File: src/opa_pkg.sv
// Shared types, widths and codes for the outer-product accumulator.
// Used by every module of the block except opa_ram; depends on nothing else.
`timescale 1ns / 1ps

package opa_pkg;

  // Default geometry.
  localparam int unsigned DIM_DEFAULT         = 64;
  localparam int unsigned NUM_VECTORS_DEFAULT = 64;

  // Fixed field widths.
  localparam int unsigned FUNC_W   = 3;
  localparam int unsigned ENTRY_W  = 8;
  localparam int unsigned ELEM_W   = 6;
  localparam int unsigned SAMPLE_W = 16;
  localparam int unsigned STATUS_W = 2;
  localparam int unsigned ACC_W    = 48;
  localparam int unsigned PROD_W   = 2 * SAMPLE_W;
  localparam int unsigned COLS_W   = 7;

  // Width for range compares against the geometry (holds up to 2047).
  localparam int unsigned IDX_W    = 11;
  // Width for flat address arithmetic before truncation to a memory index.
  localparam int unsigned ADDR_FULL_W = 21;

  // Configuration port.
  localparam int unsigned APB_AW = 2;
  localparam int unsigned APB_DW = 32;
  localparam logic [APB_AW-1:0] REG_COLUMNS_IN_USE = 2'd0;

  // Item function codes.
  localparam logic [FUNC_W-1:0] FUNC_LOAD_TABLE = 3'd0;
  localparam logic [FUNC_W-1:0] FUNC_LOAD_ROW   = 3'd1;
  localparam logic [FUNC_W-1:0] FUNC_ACCUMULATE = 3'd2;
  localparam logic [FUNC_W-1:0] FUNC_READ_CELL  = 3'd3;
  localparam logic [FUNC_W-1:0] FUNC_CLEAR      = 3'd4;

  // Result status codes.
  localparam logic [STATUS_W-1:0] STATUS_OK        = 2'd0;
  localparam logic [STATUS_W-1:0] STATUS_RANGE     = 2'd1;
  localparam logic [STATUS_W-1:0] STATUS_SATURATED = 2'd2;

  // Saturation bounds of an accumulator cell.
  localparam logic [ACC_W-1:0] ACC_MAX = {1'b0, {(ACC_W-1){1'b1}}};
  localparam logic [ACC_W-1:0] ACC_MIN = {1'b1, {(ACC_W-1){1'b0}}};

  // Status of the multiply-accumulate pipeline, seen by the sequencer.
  typedef struct packed {
    logic busy;
    logic sat;
  } mac_status_t;

endpackage

File: src/opa_regs.sv
// APB-style configuration register file holding columns_in_use.
// Depends on opa_pkg for widths and register addresses.
`timescale 1ns / 1ps

module opa_regs (
  input  logic                         clk_i,
  input  logic                         rst_ni,
  input  logic                         psel,
  input  logic                         penable,
  input  logic                         pwrite,
  input  logic [opa_pkg::APB_AW-1:0]   paddr,
  input  logic [opa_pkg::APB_DW-1:0]   pwdata,
  output logic [opa_pkg::APB_DW-1:0]   prdata,
  output logic                         pready,
  output logic [opa_pkg::COLS_W-1:0]   columns_in_use_o
);

  logic [opa_pkg::COLS_W-1:0] cols_q;
  logic [opa_pkg::COLS_W-1:0] cols_d;
  logic                       hit;
  logic                       wr_en;

  assign pready = 1'b1;
  assign hit    = (paddr == opa_pkg::REG_COLUMNS_IN_USE);
  assign wr_en  = psel && penable && pwrite && pready && hit;

  // Register update on the access phase of a write transfer.
  always_comb begin
    cols_d = cols_q;
    if (wr_en) begin
      cols_d = pwdata[opa_pkg::COLS_W-1:0];
    end
  end

  always_ff @(posedge clk_i or negedge rst_ni) begin
    if (!rst_ni) begin
      cols_q <= '0;
    end else begin
      cols_q <= cols_d;
    end
  end

  // Read data; unmapped addresses read as zero.
  assign prdata = hit ? {{(opa_pkg::APB_DW-opa_pkg::COLS_W){1'b0}}, cols_q} : '0;

  assign columns_in_use_o = cols_q;

endmodule

File: config.mk
export PLATFORM = sky130hd
export DESIGN_NAME = opa_regs
export DESIGN_NICKNAME = d
export VERILOG_FILES = /design/src/opa_pkg.sv /design/src/opa_regs.sv
export SDC_FILE = /design/constraint.sdc
export NUM_CORES = 1
export LEC_CHECK = 0
export BUFFER_PORTS_ARGS = -buffer_cell sky130_fd_sc_hd__buf_2
export CORE_MARGIN = 2
export CORE_UTILIZATION = 32
export CTS_BUF_LIST = sky130_fd_sc_hd__clkbuf_4 sky130_fd_sc_hd__clkbuf_8
export DETAILED_ROUTE_END_ITERATION = 7
export PLACE_DENSITY = 0.92
export SYNTH_ARGS = -nofsm -noshare
export SYNTH_HDL_FRONTEND = slang
export SYNTH_SLANG_ARGS = --single-unit
File: constraint.sdc
create_clock -name clk_i -period 2.06 [get_ports clk_i]
set_clock_uncertainty 0.05 [all_clocks]
set_input_delay 0.412 -clock clk_i [delete_from_list [all_inputs] [get_ports clk_i]]
set_output_delay 0.412 -clock clk_i [all_outputs]
set_load 0.01 [all_outputs]
### After elaboration in Yosys (flattened, before gate mapping)

Index checks and enable logic that the tools add are counted.

| word-level totals | value |
|---|---|
| logic and storage cells | 6 |
| flip-flop bits (word level) | 7 |

| cells by class | value |
|---|---|
| muxes and demuxes | 1 |
| reductions and logical operators | 4 |

Operator list:

| operator | count |
|---|---|
| $mux W7 | 1 |
| $logic_and A1 B1 Y1 | 3 |
| $logic_not A2 Y1 | 1 |

### Longest topological paths before layout

| depth | value |
|---|---|
| depth in word-level cells | 3 |
| gate-level depth with buffers | 3 |
| depth with buffers taken out | 3 |

### Worst setup path after synthesis

OpenSTA, ideal clock, no wires.

| path | value |
|---|---|
| path type | input port to output port |
| start point | in paddr[1] in the netlist's numbering |
| end point | out prdata[0] in the netlist's numbering |
| slack | 0.854 ns |
| buffers on the path | 0 |
| stages | 2 |
| arrival | 0.744 ns |
| path through | nor2_4 -> and2_2 |

| between the ends | value |
|---|---|
| cells in the longest elaborated chain, start to end | 2 |

RTL lines:

| item | line | source |
|---|---|---|
| start: declaration | opa_regs.sv:11 | `input logic [opa_pkg::APB_AW-1:0] paddr,` |
| $logic_not A2 Y1 | opa_regs.sv:24 | `assign hit = (paddr == opa_pkg::REG_COLUMNS_IN_USE);` |
| $mux W7 | opa_regs.sv:44 | `assign prdata = hit ? {{(opa_pkg::APB_DW-opa_pkg::COLS_W){1'b0}}, cols_q} : '0;` |
| end: declaration | opa_regs.sv:13 | `output logic [opa_pkg::APB_DW-1:0] prdata,` |

Every way passes these cells.

### Final worst setup path

Ends and elaborated chain as after synthesis.

==> flow_summary.ini <==
[hold_path]
hold_class = in -> reg

[global_routing]
grt_antenna_before_repair = 0
grt_pass1_wl_um = 1260
grt_use_total_pct = 9.32
grt_overflow = 0
grt_max_degree = 9
grt_pass1_vias = 308

[sta]
layout_min_cycle_time_ps = 1480
drv_slew = 0
setup_violations = 0
hold_viol_final = 0
period_share_pct = 71.9
rsz0062_at_grt = no
fin_setup_tns_ps = 0
fin_hold_ws_ps = 347
fmax_ghz = 0.675

[routing]
first_iter_violations = 1
dr.pass1.iters = 3
routed_via_density = 3.76
postRouteAntennaNets = 0
dr_total_vias = 365
drc_errors = 0
wl_per_cell_um = 9.15
routed_wl_um = 888

[synthesis]
synth.area.mux_share_pct = 14.5
synth-simple-area-share_pct = 15.7
synth_area_um2 = 542
yosysMostFrequentCell = buf_4
syn-instance-count = 51
synth-async-reset-ratio_pct = 100
avgSynthCellArea_um2 = 10.6
synth_top_family_by_area = buffers and inverters
synth-compound-area-share_pct = 0
netlist_top_cells_count = 26 x buf_4, 7 x and2_2, 7 x dfrtp_1, 7 x mux2_2, 2 x conb_1
ys_warn_count = 0
synth-xor-area-share_pct = 0
yosysTopAreaCellShare_pct = 36.0
synth_cell_types = 7
ys_seq_elements = 7
yosysTopAreaCell = buf_4
synth_edf_count = 0
yosysSeqAreaShare_pct = 32.3
synth_area_leaders = buf_4 36%, dfrtp_1 32%, mux2_2 15%
synth_fa_ha_area_share_pct = 0
synth_ff_type = dfrtp_1

[power]
switchingPower_mw = 0.146
p_clk_share_pct = 28.3
internal_power_mw = 0.327
pwr-share-seq_pct = 39.9
p_comb_share_pct = 31.8
ir_drop_v = 0.000267
power.density_mw_per_mm2 = 749
p_sw_share_pct = 30.9
p_leak_nw = 0.375

[clock_network]
cts_htree_levels = 1
cts.path.max_buffers = 2
post_cts_buffers = 0
cts-root-buf = clkbuf_4
path_clk_slew_ps = 50
cts_sinks = 7
worstSkewPairLatency_ps = 240
cts_made_buffers = 3
cts_tree = built

[critical_path]
r2r_end = columns_in_use_o[4]
critical-path-max-stage-delay_ps = 190
path_delay_family = simple AND/OR/NAND/NOR gates
arrival_ps = 1020
crit_end = prdata[0]
cp_slowest_cell = nor2_4
crit_path_frequent_cell = buf_2
worstSetupPathType = in -> out
critical_path_peak_fanout = 8
required_ps = 1600
endpoint_kind = primary output
worstRegToRegCells = 1
critPathLaunchType = input port
reg2reg_from = columns_in_use_o[4]
critPathLaunch = paddr[1]
critPathBufInv = 2
cp.depth = 4
r2r_slack_ps = 1240
crit_chain = buf_2 > nor2_4 > and2_2 > buf_2

[final_layout]
final_nets = 121
fillers = 164
post-route-util_pct = 41.0
seq_area_um2 = 175
largest_reg_flops = 7
multiInputGateArea_um2 = 262
drive_gt1_share_pct = 58.0
area_delta_synth_final_pct = 16.6
num_antenna_cells = 0

[placed_design]
dp_hpwl_um = 787
gp_congestion = 0.609
io_buffer_count = 27

[outcome]
status = finished clean

[floorplanning]
initial_core_util_pct = 35.1
die_h_um = 45.1
num_io_pins = 79
rows = 14
die_area_mm2 = 0.00204
coreArea_mm2 = 0.00154
die_w_um = 45.1

[run]
maxCapViolations = 0
cell usage in the layout, fill, tap and decap left out:
cell type / netlist / layout
nand4_4: 1 / 1
mux2_2: 7 / 7
nor2_4: 1 / 1
dfrtp_1: 7 / 7
buf_2: 0 / 27
conb_1: 2 / 26
clkbuf_4: 0 / 4
dlygate4sd3_1: 0 / 1
and2_2: 7 / 7
power groups by stage:
stage | logic (mW) | clock network [mW] | registers (mW)
floorplan | 0.105 | 0 | 0.206
global placement | 0.146 | 0 | 0.189
detailed placement | 0.150 | 0 | 0.192
CTS | 0.152 | 0.141 | 0.189
global route | 0.163 | 0.147 | 0.195
finish | 0.151 | 0.134 | 0.189
how the worst min path moves through the flow:
stage	to	slack, ps	cells after the start	start
after CTS	columns_in_use_o[1]	340	2	pwdata[1]
after global placement	columns_in_use_o[6]	200	1	rst_ni
after detailed placement	columns_in_use_o[0]	200	1	rst_ni
after global routing	columns_in_use_o[0]	340	2	pwdata[0]
final	columns_in_use_o[6]	350	2	pwdata[6]
after floorplan	columns_in_use_o[0]	70	0	rst_ni
repair_timing:
item | CTS | global route
gates resized for setup | 0 | 0
hold buffers | 1 | 0
endpoints found under the hold margin | 7 | 0
final cells by class:
type,count,share of cell area (%)
Sequential cell,7,27.7
Timing Repair Buffer,28,23.0
Multi-Input combinational cell,42,41.4
Clock buffer,4,4.75
Tap cell,16,3.17
cells by family (layout without fill, tap and decap cells):
family	Yosys count	in the layout
buffers and inverters	26	32
DFF	7	7
other	2	26
muxes	7	7
and+or+nand+nor	9	9
stage by stage:
| step | std cells | instance area (um^2) | setup slack (ps) | power, mW |
|---|---|---|---|---|
| final | 97 | 632 | 579 | 0.473 |
| after global routing | 97 | 632 | 544 | 0.505 |
| after CTS | 97 | 632 | 568 | 0.483 |
| after global placement | 92 | 592 | 587 | 0.334 |
| after floorplan | 75 | 632 | 854 | 0.311 |
| after detailed placement | 92 | 592 | 568 | 0.342 |
per-layer routing:
layer | part of all wire (%) | up-vias | global-route usage, %
li1 | - | 170 | -
met1 | 28 | 168 | 6.88
met2 | 59 | 27 | 18.0
met3 | 13 | 0 | 5.20
met4 | 0 | 0 | 5.29
met5 | 0 | - | 0
Note: power is estimated with default switching activity, not from simulation.
