[config.mk]
export PLATFORM = sky130hd
export DESIGN_NAME = opa_ram
export DESIGN_NICKNAME = d
export VERILOG_FILES = /design/src/opa_ram.sv
export SDC_FILE = /design/constraint.sdc
export NUM_CORES = 1
export LEC_CHECK = 0
export BUFFER_PORTS_ARGS = -buffer_cell sky130_fd_sc_hd__buf_2
export CELL_PAD_IN_SITES_DETAIL_PLACEMENT = 1
export CELL_PAD_IN_SITES_GLOBAL_PLACEMENT = 1
export CORE_MARGIN = 2
export CORE_UTILIZATION = 50
export CTS_CLUSTER_DIAMETER = 200
export DETAILED_ROUTE_END_ITERATION = 6
export MAX_ROUTING_LAYER = met4
export PLACE_DENSITY = 0.74
export SLEW_MARGIN = 20
export SYNTH_ARGS = -nofsm -noshare
export SYNTH_HDL_FRONTEND = slang
export SYNTH_SLANG_ARGS = --single-unit
[constraint.sdc]
create_clock -name clk_i -period 3 [get_ports clk_i]
set_input_delay 0.3 -clock clk_i [delete_from_list [all_inputs] [get_ports clk_i]]
set_output_delay 0.3 -clock clk_i [all_outputs]
set_load 0.03 [all_outputs]
[src/opa_ram.sv]
// Simple dual-port synchronous RAM: one write port, one registered read port.
// Generic storage for the block; depends on no other file.
`timescale 1ns / 1ps

module opa_ram #(
  parameter int unsigned WIDTH = 16,
  parameter int unsigned DEPTH = 64,
  parameter int unsigned AW    = 6
) (
  input  logic             clk_i,
  input  logic             we_i,
  input  logic [AW-1:0]    waddr_i,
  input  logic [WIDTH-1:0] wdata_i,
  input  logic [AW-1:0]    raddr_i,
  output logic [WIDTH-1:0] rdata_o
);

  logic [WIDTH-1:0] mem [DEPTH];
  logic [WIDTH-1:0] rdata_q;

  // Write port.
  always_ff @(posedge clk_i) begin
    if (we_i) begin
      mem[waddr_i] <= wdata_i;
    end
  end

  // Registered read port.
  always_ff @(posedge clk_i) begin
    rdata_q <= mem[raddr_i];
  end

  assign rdata_o = rdata_q;

endmodule

# After elaboration in Yosys (flattened, before gate mapping)

Memories as Yosys holds them, arrays and structs flattened. A register that Yosys moved wholly into a read port is not among the register bits.
Index checks and enable logic that the tools add are counted.

Register bits: 0
Memories: 1
Output and inout port bits: 16
Bits in writable memories: 1024
Bits of input ports: 30
Word-level logic and storage cells: 3

Muxes and demuxes: 2

Memory list:

| memory | depth | bits a word | read ports | clocked after Yosys merged registers in | wr ports | RTL line | source |
|---|---|---|---|---|---|---|---|
| mem    | 64    | 16          | 1          | 1                                       | 1        | 18       | `logic [WIDTH-1:0] mem [DEPTH];` |

Operator list:

| cell              | count |
|---|---|
| two-way mux 1 bit | 2 |

# Logic depth before layout (Yosys ltp)

Depth after elaboration: 2
Depth in mapped cells: 10
Mapped depth without buffers: 5

# Worst setup path after synthesis

Ideal clock, no wire load.

Path type: input to register
Start point: in waddr_i[3]
End point: mem mem[48][0] (enable)
Required time: 2.591 ns
Path buffers: 1
Path slack: 0.665 ns
Stages: 4
Data arrival time: 1.926 ns
Library setup time: 0.409 ns
Cell sequence: clkbuf_1 -> nor2b_1 -> nand4b_1 -> nor3_1

RTL lines:

| item        | RTL line | source |
|---|---|---|
| from (decl) | 12       | `input logic [AW-1:0] waddr_i,` |
| to (decl)   | 18       |  |

Straight into the memory's write port.

==> qor.yml <==
portBuffers: 45
worst_slew_pin_slew_ns: 0.948
worst_r2r_startpoint: "mem[28][3]$_DFFE_PP_"
detail_route.drc_violations: 0
cts_setup_buffers: 0
hpwlAfterDp_microns: 64200
synth_compound_gate_area_share: 0.0241
r2r.worst_path.cells: 5
maxCapViolCount: 0
worst_hold_startpoint: "wdata_i[8]"
synthesis.area_sq_um: 40000
h-tree-depth: 3
seq_area_frac_synth: 0.776
number_of_global_route_vias_before_repair: 21400
syn2layout_area_growth_pct: 14.6
fillerInstances: 6689
cts-root-to-sink-buffers: 3
finalSetupViolCount: 0
synth.mux.area_fraction: 0.155
chipHeight_microns: 287
fp.coreArea_sq_um: 79100
path_class: "in2reg"
yosys_most_used_dff: "sky130_fd_sc_hd__edfxtp_1"
synth_top_cells_by_area: "sky130_fd_sc_hd__edfxtp_1, sky130_fd_sc_hd__mux4_2, sky130_fd_sc_hd__mux2i_1"
clkSinkCount: 1040
syn_area_per_cell_sq_um: 21.9
finish.net_count: 2086
fin_worst_skew_ns: 0.0286
die-width_microns: 287
cts_tree: "done"
syn_nets: 1859
p_leak_nw: 14.8
dr_total_vias: 19900
wl_per_cell_microns: 32.7
slack_of_the_worst_reg_to_reg_path_ns: 0.86
syn-instance-count: 1829
top_level_ports: 46
viasPerCell: 6.21
clkSlewWorstSetupHoldPaths_ns: 0.06
routed_wl_microns: 105000
timing_max_transition_violations_final: 0
worst_slew_margin_rel: 0.368
grt_antenna_before_repair: 8
end_kind: "flip-flop"
gp_routability_congestion: 0.865
register_area_sq_um: 31100
maximum_number_of_pins_on_one_net_before_global_route_repair: 65
timing.critical_path.from_type: "primary input"
ant_nets: 0
tns_ns: 0
worstHoldPathCells: 1
drive_above_1_share: 0.298
wire_length_of_the_first_global_routing_pass_microns: 151000
achievable-frequency_mhz: 463
timing.hold.ws_ns: 0.0647
fin_total_pwr_mw: 30.8
yosys.area_share.simple: 0.0265
post_synth_xor_area_fraction: 0
post_cts_resized: 0
irDropWorstVdd_v: 0.000499
timing.final.hold_violations: 0
timing.critical_path.fanout_max: 25
cp.arrival_ns: 2.73
rsz0062_at_grt: "false"
holdCritPathClass: "in2reg"
setup_slack_ns: 0.841
die_area_sq_um: 82400
run_status: "finished, final reports clean"
cts-buffers-inserted: 104
start_util: 0.506
whs_endpoint: "mem[50][8]$_DFFE_PP_"
final_critical_period_ns: 2.16
total_grt_usage: 0.267
async_flop_share: 0
yosys.area_share.adder: 0
yosys.area.top_type_share: 0.768
worst_skew_pair.late_latency_ns: 0.69
fp-row-count: 103
worst_ep_required_time_ns: 3.57
final.period_utilization: 0.720
timing.rr.end: "rdata_o[3]$_DFF_P_"
yosys_register_bits: 1040
yosys_warning_count: 0
utilization: 0.580
number_of_violations_reported_at_the_end_of_detailed_routing_iteration_0: 2230
yosys.area.top_type: "sky130_fd_sc_hd__edfxtp_1"
place_ws_ns: 0.146
drt-pass1-iter-count: 5
synth_enable_flop_cells: 1024
dominant_combinational_cell_family_by_area_after_synthesis: "multiplexers"
post_synth_num_cell_types: 43
powerDensity_nw_per_um2: 670
multi_input_gate_area_in_the_final_layout_sq_um: 8250
clk_root_buffer_cell: "sky130_fd_sc_hd__clkbuf_16"
grt-ovfl-total: 0
-- registers in the layout (all words and copies together) (netlist names) --
register / cells
mem: 1024
rdata_o: 16
-- critical path, cell delays in order --
cell and delay, ns:
sky130_fd_sc_hd__buf_8 0.30, sky130_fd_sc_hd__buf_4 0.45, sky130_fd_sc_hd__mux4_2 0.57, sky130_fd_sc_hd__mux2_2 0.29, sky130_fd_sc_hd__nand2_1 0.11, sky130_fd_sc_hd__nand4_1 0.32, sky130_fd_sc_hd__and4_1 0.32
-- how the worst max path moves through the flow --
stage	slack, ns	end	start
floorplan	0.67	mem[48][0]$_DFFE_PP_	waddr_i[3]
global placement	0.16	rdata_o[10]$_DFF_P_	raddr_i[0]
detailed placement	0.15	rdata_o[10]$_DFF_P_	raddr_i[0]
CTS	0.87	rdata_o[10]$_DFF_P_	raddr_i[0]
global route	0.80	rdata_o[10]$_DFF_P_	raddr_i[0]
finish	0.84	rdata_o[10]$_DFF_P_	raddr_i[0]
-- where the power goes --
part	internal, mW	switching (mW)
Combinational	0.605	1.06
Sequential	16.1	0.0569
Clock	7.37	5.59
Total	24.1	6.70
-- cells in the mapped netlist (2+ instances only) --
cell type,instances
sky130_fd_sc_hd__edfxtp_1,1024
sky130_fd_sc_hd__mux4_2,220
sky130_fd_sc_hd__mux2i_1,85
sky130_fd_sc_hd__nor2_1,72
sky130_fd_sc_hd__nand2_1,59
sky130_fd_sc_hd__a22oi_1,39
sky130_fd_sc_hd__buf_2,36
sky130_fd_sc_hd__nor2b_1,30
sky130_fd_sc_hd__mux2_2,27
sky130_fd_sc_hd__clkbuf_1,24
sky130_fd_sc_hd__nand3_1,24
sky130_fd_sc_hd__a21oi_1,17
sky130_fd_sc_hd__buf_6,17
sky130_fd_sc_hd__a221oi_1,16
sky130_fd_sc_hd__dfxtp_1,16
sky130_fd_sc_hd__buf_4,13
sky130_fd_sc_hd__nand4_1,12
sky130_fd_sc_hd__a211o_1,8
sky130_fd_sc_hd__a211oi_1,8
sky130_fd_sc_hd__a311oi_1,8
sky130_fd_sc_hd__a31oi_1,8
sky130_fd_sc_hd__a221o_1,6
sky130_fd_sc_hd__a22o_1,6
sky130_fd_sc_hd__a41oi_1,5
sky130_fd_sc_hd__and4_1,5
sky130_fd_sc_hd__buf_12,5
sky130_fd_sc_hd__o21ai_0,5
sky130_fd_sc_hd__mux4_1,4
sky130_fd_sc_hd__buf_1,3
sky130_fd_sc_hd__buf_8,3
sky130_fd_sc_hd__nand2b_1,3
sky130_fd_sc_hd__nor4_2,3
sky130_fd_sc_hd__o21ai_1,3
sky130_fd_sc_hd__and2_1,2
sky130_fd_sc_hd__clkbuf_2,2
sky130_fd_sc_hd__nand3b_1,2
sky130_fd_sc_hd__nor2_2,2
sky130_fd_sc_hd__nor3_1,2
-- metrics by stage --
step / instances / area (sq um)
after floorplan: 1829 / 40000
after global placement: 2998 / 42400
after detailed placement: 2998 / 42400
after CTS: 3195 / 45800
after global routing: 3199 / 45900
final: 3202 / 45900
-- routing by layer --
| layer | GRT usage | up-vias | share of wire |
|---|---|---|---|
| met1 | 0.350 | 10700 | 0.39 |
| met3 | 0.0436 | 202 | 0.070 |
| met5 | - | - | 0 |
| met4 | 0.0887 | 0 | 0.034 |
| met2 | 0.430 | 845 | 0.50 |
| li1 | - | 8137 | - |
-- area by class of cell --
class	instances	share of cell area
repair buffers	225	0.0391
clock inverters	60	0.0133
flip-flops and latches	1040	0.677
clock buffers	136	0.0616
well taps	1050	0.0286
diodes	6	0.000327
multi-input cells	685	0.180
-- cell families after synthesis --
kind of cell / Yosys count
flops: 1040
mux: 336
simple gates: 220
compound gates: 129
buf+inv: 104
-- what timing repair did --
action,CTS,global route
hold buffers,1,0
setup endpoints to repair,0,0
endpoints found under the hold margin,3,0
-- cell usage in the layout (no fill, tap or decap), types with 4 or more instances in the layout --
master and count:
sky130_fd_sc_hd__a211o_1 8, sky130_fd_sc_hd__a211oi_1 8, sky130_fd_sc_hd__a21oi_1 17, sky130_fd_sc_hd__a221o_1 6, sky130_fd_sc_hd__a221oi_1 16, sky130_fd_sc_hd__a22o_1 6
sky130_fd_sc_hd__a22oi_1 39, sky130_fd_sc_hd__a311oi_1 8, sky130_fd_sc_hd__a31oi_1 8, sky130_fd_sc_hd__a41oi_1 5, sky130_fd_sc_hd__and4_1 5, sky130_fd_sc_hd__buf_12 15
sky130_fd_sc_hd__buf_2 41, sky130_fd_sc_hd__buf_4 165, sky130_fd_sc_hd__bufinv_16 8, sky130_fd_sc_hd__clkbuf_1 23, sky130_fd_sc_hd__clkbuf_16 105, sky130_fd_sc_hd__clkbuf_8 8
sky130_fd_sc_hd__clkinv_1 14, sky130_fd_sc_hd__clkinv_2 25, sky130_fd_sc_hd__clkinvlp_4 6, sky130_fd_sc_hd__dfxtp_1 16, sky130_fd_sc_hd__diode_2 6, sky130_fd_sc_hd__edfxtp_1 1024
sky130_fd_sc_hd__mux2_2 27, sky130_fd_sc_hd__mux2i_1 85, sky130_fd_sc_hd__mux4_1 4, sky130_fd_sc_hd__mux4_2 220, sky130_fd_sc_hd__nand2_1 59, sky130_fd_sc_hd__nand3_1 24
sky130_fd_sc_hd__nand4_1 12, sky130_fd_sc_hd__nor2_1 72, sky130_fd_sc_hd__nor2b_1 30, sky130_fd_sc_hd__o21ai_0 5
(Power assumes the default switching activity.)
