### src/opa_pkg.sv
// Shared types, widths and codes for the outer-product accumulator.
// Used by every module of the block except opa_ram; depends on nothing else.
`timescale 1ns / 1ps

package opa_pkg;

  // Default geometry.
  localparam int unsigned DIM_DEFAULT         = 64;
  localparam int unsigned NUM_VECTORS_DEFAULT = 64;

  // Fixed field widths.
  localparam int unsigned FUNC_W   = 3;
  localparam int unsigned ENTRY_W  = 8;
  localparam int unsigned ELEM_W   = 6;
  localparam int unsigned SAMPLE_W = 16;
  localparam int unsigned STATUS_W = 2;
  localparam int unsigned ACC_W    = 48;
  localparam int unsigned PROD_W   = 2 * SAMPLE_W;
  localparam int unsigned COLS_W   = 7;

  // Width for range compares against the geometry (holds up to 2047).
  localparam int unsigned IDX_W    = 11;
  // Width for flat address arithmetic before truncation to a memory index.
  localparam int unsigned ADDR_FULL_W = 21;

  // Configuration port.
  localparam int unsigned APB_AW = 2;
  localparam int unsigned APB_DW = 32;
  localparam logic [APB_AW-1:0] REG_COLUMNS_IN_USE = 2'd0;

  // Item function codes.
  localparam logic [FUNC_W-1:0] FUNC_LOAD_TABLE = 3'd0;
  localparam logic [FUNC_W-1:0] FUNC_LOAD_ROW   = 3'd1;
  localparam logic [FUNC_W-1:0] FUNC_ACCUMULATE = 3'd2;
  localparam logic [FUNC_W-1:0] FUNC_READ_CELL  = 3'd3;
  localparam logic [FUNC_W-1:0] FUNC_CLEAR      = 3'd4;

  // Result status codes.
  localparam logic [STATUS_W-1:0] STATUS_OK        = 2'd0;
  localparam logic [STATUS_W-1:0] STATUS_RANGE     = 2'd1;
  localparam logic [STATUS_W-1:0] STATUS_SATURATED = 2'd2;

  // Saturation bounds of an accumulator cell.
  localparam logic [ACC_W-1:0] ACC_MAX = {1'b0, {(ACC_W-1){1'b1}}};
  localparam logic [ACC_W-1:0] ACC_MIN = {1'b1, {(ACC_W-1){1'b0}}};

  // Status of the multiply-accumulate pipeline, seen by the sequencer.
  typedef struct packed {
    logic busy;
    logic sat;
  } mac_status_t;

endpackage

### src/opa_mac.sv
// Multiply-accumulate pipeline for the rank-one update: product, then a
// saturating read-modify-write of one accumulator cell. Depends on opa_pkg.
`timescale 1ns / 1ps

module opa_mac #(
  parameter int unsigned AW = 12
) (
  input  logic                                clk_i,
  input  logic                                rst_ni,
  // Issue stage: cell whose operands were read from the vector memories.
  input  logic                                issue_i,
  input  logic [AW-1:0]                       cell_i,
  // Operands, valid in the cycle after issue.
  input  logic [opa_pkg::SAMPLE_W-1:0]        row_data_i,
  input  logic [opa_pkg::SAMPLE_W-1:0]        vec_data_i,
  // Accumulator memory access.
  output logic [AW-1:0]                       acc_raddr_o,
  input  logic [opa_pkg::ACC_W-1:0]           acc_rdata_i,
  output logic                                acc_we_o,
  output logic [AW-1:0]                       acc_waddr_o,
  output logic [opa_pkg::ACC_W-1:0]           acc_wdata_o,
  output opa_pkg::mac_status_t                status_o
);

  localparam int unsigned PW = opa_pkg::PROD_W;
  localparam int unsigned AccW = opa_pkg::ACC_W;

  logic                 s1_valid_q;
  logic [AW-1:0]        s1_cell_q;
  logic                 s2_valid_q;
  logic [AW-1:0]        s2_cell_q;
  logic signed [PW-1:0] prod_d;
  logic signed [PW-1:0] prod_q;
  logic [AccW:0]        sum;
  logic                 ovf;

  // Stage 1: operands arrive, form the exact Q16.16 product.
  assign prod_d = $signed(row_data_i) * $signed(vec_data_i);

  // Pipeline valid bits.
  always_ff @(posedge clk_i or negedge rst_ni) begin
    if (!rst_ni) begin
      s1_valid_q <= 1'b0;
      s2_valid_q <= 1'b0;
    end else begin
      s1_valid_q <= issue_i;
      s2_valid_q <= s1_valid_q;
    end
  end

  // Pipeline payload.
  always_ff @(posedge clk_i) begin
    s1_cell_q <= cell_i;
    s2_cell_q <= s1_cell_q;
    prod_q    <= prod_d;
  end

  // The accumulator read is issued in stage 1 so its data meets the product.
  assign acc_raddr_o = s1_cell_q;

  // Stage 2: saturating add and write back.
  assign sum = {acc_rdata_i[AccW-1], acc_rdata_i}
             + {{(AccW+1-PW){prod_q[PW-1]}}, prod_q};
  assign ovf = (sum[AccW] != sum[AccW-1]);

  always_comb begin
    if (!ovf) begin
      acc_wdata_o = sum[AccW-1:0];
    end else if (sum[AccW]) begin
      acc_wdata_o = opa_pkg::ACC_MIN;
    end else begin
      acc_wdata_o = opa_pkg::ACC_MAX;
    end
  end

  assign acc_we_o    = s2_valid_q;
  assign acc_waddr_o = s2_cell_q;

  assign status_o.busy = s1_valid_q || s2_valid_q;
  assign status_o.sat  = s2_valid_q && ovf;

endmodule

### config.mk
export PLATFORM = sky130hd
export DESIGN_NAME = opa_mac
export DESIGN_NICKNAME = d
export VERILOG_FILES = /design/src/opa_pkg.sv /design/src/opa_mac.sv
export SDC_FILE = /design/constraint.sdc
export NUM_CORES = 1
export LEC_CHECK = 0
export BUFFER_PORTS_ARGS = -buffer_cell sky130_fd_sc_hd__buf_2
export CAP_MARGIN = 20
export CORE_UTILIZATION = 55
export CTS_BUF_LIST = sky130_fd_sc_hd__clkbuf_4
export DETAILED_ROUTE_END_ITERATION = 8
export PLACE_DENSITY = 0.74
export SLEW_MARGIN = 10
export SYNTH_ARGS = -nofsm -noshare
export SYNTH_HDL_FRONTEND = slang
export SYNTH_SLANG_ARGS = --single-unit
### constraint.sdc
create_clock -name clk_i -period 11.2 [get_ports clk_i]
set_input_delay 3.36 -clock clk_i [delete_from_list [all_inputs] [get_ports clk_i]]
set_output_delay 3.36 -clock clk_i [all_outputs]
set_load 0.02 [all_outputs]
# --- Word level (Yosys, flattened, before mapping) ---
# Cells that the tools add are included.
word_totals:
  reg_bits: 58
  input_bits: 95
  out_inout_bits: 75
  word_cells: 12
op_classes:
  n_addsub: 1
  mul: 1
  eq_ne: 1
  n_mux: 2
  n_reduce_logical: 2
op_table:
  columns: ["cell", "count"]
  rows:
  - ["$mux 48", 2]
  - ["$add 48x32->49", 1]
  - ["$mul 16x16->32", 1]
  - ["$logic_and 1x1->1", 1]
  - ["$logic_or 1x1->1", 1]
  - ["$ne 1x1->1", 1]

# --- Logic depth before layout (Yosys ltp) ---
depth:
  word_depth: 3
  mapped_depth: 24
  mapped_depth_nobuf: 23

# --- Worst setup path before layout ---
# No wires, ideal clock.
synth_timing:
  path_type: "input to output"
  from: "input acc_rdata_i[0] in the netlist's numbering"
  to: "output acc_wdata_o[41] in the netlist's numbering"
  t_arrival_ns: 6.287
  required_ns: 7.840
  slack_ns: 1.553
  cell_stages: 13
  n_path_buf: 0
  cell_sequence: "ha_1 inv_1 fa_1 nand2b_1 a21oi_1 o21ai_1 o21ai_1 a21o_1 a31o_2 a41oi_1 a21oi_2 nor2_4 o41ai_1"
synth_via:
  elab_chain_cells: 3
  elab_cells_between_ends: 4
  cone_classes: "add/sub: 1; eq/ne: 1; mux: 2"
synth_lines:
  columns: ["element", "line_no", "rtl"]
  rows:
  - ["start: declaration", "opa_mac.sv:18", "input logic [opa_pkg::ACC_W-1:0] acc_rdata_i,"]
  - ["$add 48x32->49 *", "opa_mac.sv:63", "+ {{(AccW+1-PW){prod_q[PW-1]}}, prod_q};"]
  - ["$mux 48 / $ne 1x1->1 (equally long branches)", "opa_mac.sv:69, opa_mac.sv:64", null]
  - ["$mux 48 *", "opa_mac.sv:67", "if (!ovf) begin"]
  - ["end: declaration", "opa_mac.sv:21", "output logic [opa_pkg::ACC_W-1:0] acc_wdata_o,"]
# Mark *: on every way between the ends. The rest lies on a longest branch, timed or not.

# --- Final worst setup path ---
layout_timing:
  from: "input acc_rdata_i[0] in the netlist's numbering"
  to: "output acc_wdata_o[38] in the netlist's numbering"
# The elaborated chain is that of the path after synthesis.

==> results.toml <==
[die]
die_w_um = 161
dieHeight_um = 161
die_area_mm2 = 0.0260
io-pin-count = 170
start_util = 0.567
placementRows = 57
core_area_mm2 = 0.0246

[global_route]
antenna_found_initial = 2
grt_max_degree = 46
grt_pass1_vias = 11800
gr-total-overflow = 0
grt_pass1_wl_um = 56100
grt_usage = 0.270

[job]
cap_violations = 0

[worst_setup_path]
required_ns = 7.84
slowest_stage = "nand2_2"
r2r_slack_ns = 10.69
worstSetupPathType = "input port to output port"
cp-end-kind = "output port"
cp_cell_sequence = "buf_2 > ha_1 > inv_1 > fa_1 > nand2b_1 > a21oi_1 > o21ai_1 > o21ai_1 > a21o_1 > a31o_2 > a41oi_1 > a21oi_2 > nand2_2 > a21oi_1 > buf_2"
r2r_end = "acc_we_o$_DFF_PN0_"
r2r_start = "s1_valid_q$_DFF_PN0_"
critPathLaunchType = "input port"
worstPathMaxFanout = 45
ff2ff_path_depth = 0
max_stage_delay_ns = 0.50
cp.arrival_ns = 6.80

[clock_network]
cts_max_path_buffers = 2
ctsResizeCount = 0
clk_latency_ns = 0.43
cts_tree = "built"
htree_levels = 3
clk_pin_slew_worst_paths_ns = 0.11
numCtsBuffers = 9
cts.sinks = 58
cts_hold_buf = 0
root_buffer = "clkbuf_4"
cts_setup_buffers = 0

[logic_synthesis]
synth_edf_count = 0
synth_area_mm2 = 0.0140
synthesis.nets = 2083
yosys_warnings = 0
synthArstFlopShare = 0.0345
syn_area_per_cell_um2 = 8.75
synth_seq_cells = 58
ys.flop_type = "dfxtp_1"
yosys.area.top_type = "fa_1"
synth_cells = 1595
synth_area_leaders = "fa_1 38%, ha_1 12%, inv_1 8.3%"
ys_types = 67
synth_top_area_frac = 0.377
synth-seq-area-share = 0.0839

[placed_design]
hpwl_um = 28100
portBuffers = 169
place_congestion = 0.922

[final_layout]
area_growth_pct = 8.70
final_nets = 2213
drive_gt1_frac = 0.115

[timing]
rsz0062_at_grt = "no"
hold_viol = 0
slew-limit-headroom = 0.415
timing.final.crit_share = 0.907
maxSlewViolCount = 0
fmax_mhz = 98.4
fin_skew_ns = 0.0111
tightest_slew_ns = 0.875
tns_ns = 0
setup-violations-final = 0
min_period_ns = 10.16

[route]
initialDrtViolationCount = 700
num_vias = 11300
vias_per_cell = 5.50
drtPass1Iterations = 5
ant_nets = 0
drt-wirelength-per-cell_um = 16.1
drc = 0
finalWirelength_um = 33100

[min_path]
min_from = "acc_raddr_o[6]$_DFF_P_"
hold_class = "flip-flop to flip-flop"
hold_end = "acc_waddr_o[6]$_DFF_P_"
hold_depth = 0

[status]
status = "finished clean"
[flip-flops by register name, summed over array words and instances (netlist names)]
signal,count
prod_q,32
acc_we_o,1
acc_raddr_o,12
acc_waddr_o,12
s1_valid_q,1
[cells in the mapped netlist (all sizes together) (5+ instances only)]
library cell / number
a211oi: 11
o21ai: 84
nand2: 167
xor2: 18
nand2b: 13
o211ai: 5
nor4: 5
o31ai: 8
o21bai: 12
nand4: 8
nor2: 62
ha: 130
clkbuf: 38
nor3: 12
a21oi: 84
xnor2: 58
nand3: 11
a21o: 33
o21a: 7
inv: 307
fa: 263
and2: 126
and3: 8
dfxtp: 56
buf: 12
nor2b: 7
a31oi: 7
[metal layers]
layer,wire (µm),global-route usage,vias up
met5,0,0,-
met2,17300,0.495,311
li1,-,-,5283
met4,1230,0.108,0
met1,13400,0.325,5622
met3,1280,0.0257,89
[cell usage in the layout (no fill, tap or decap), drive strengths merged, types with 5 or more instances in the layout]
cell type | netlist | routed
clkbuf | 38 | 9
a21o | 33 | 33
o31ai | 8 | 8
inv | 307 | 308
nand3 | 11 | 11
ha | 130 | 130
o21ai | 84 | 84
xnor2 | 58 | 58
a31oi | 7 | 7
o21a | 7 | 7
buf | 12 | 169
a21oi | 84 | 84
nor2 | 62 | 62
nand4 | 8 | 8
nand2 | 167 | 167
fa | 263 | 263
nor4 | 5 | 5
o21bai | 12 | 12
o211ai | 5 | 5
a211oi | 11 | 11
and3 | 8 | 8
nor3 | 12 | 12
dfxtp | 56 | 56
and2 | 126 | 126
nor2b | 7 | 7
xor2 | 18 | 18
nand2b | 13 | 13
[critical path, delay by kind of cell]
kind | cells | cell delay, ns
AND/OR/NAND/NOR | 2 | 0.67
buffers and inverters | 3 | 0.33
adder cells (fa/ha/maj) | 2 | 0.57
AO/OA/AOI/OAI | 8 | 1.85
[per-stage QoR]
| stage | std cells | worst slack, ns | hold WS, ns | cell area, µm² | utilization |
|---|---|---|---|---|---|
| floorplan | 1595 | 1.55 | 0.346 | 14000 | - |
| global placement | 2038 | 1.32 | 0.328 | 15000 | 0.610 |
| detailed placement | 2038 | 1.08 | 0.331 | 15000 | 0.610 |
| CTS | 2054 | 1.07 | 0.340 | 15200 | 0.616 |
| global route | 2056 | 0.702 | 0.347 | 15200 | 0.617 |
| finish | 2056 | 1.04 | 0.339 | 15200 | 0.617 |
[cell families after synthesis]
family | share of synthesized area
muxes | 0.000717
xor gates and xnor gates | 0.0482
and+or+nand+nor | 0.151
AOI/OAI and AO/OA | 0.124
buffers and inverters | 0.0970
adders and majority gates | 0.495
DFF | 0.0839
[layout make-up]
cell class	count	area, µm²
clock inverters	7	92.6
inverters	307	1150
clock buffers	9	67.6
diodes	2	5.00
multi-input cells	1180	11400
fillers	2173	9430
well taps	324	405
flip-flops and latches	58	1170
repair buffers	169	846
[how the worst max path moves through the flow]
stage                         startpoint  slack [ns]  cells past startpoint               to
after CTS                 acc_rdata_i[0]        1.07                     15  acc_wdata_o[38]
final                     acc_rdata_i[0]        1.04                     15  acc_wdata_o[38]
after floorplan           acc_rdata_i[0]        1.55                     13  acc_wdata_o[41]
after global placement    acc_rdata_i[0]        1.32                     15  acc_wdata_o[27]
after detailed placement  acc_rdata_i[0]        1.08                     15  acc_wdata_o[38]
after global routing      acc_rdata_i[0]        0.70                     15   acc_wdata_o[4]
Power is not shown: default switching activity piles up to over one toggle a cycle in this logic, so the estimate is an artifact.
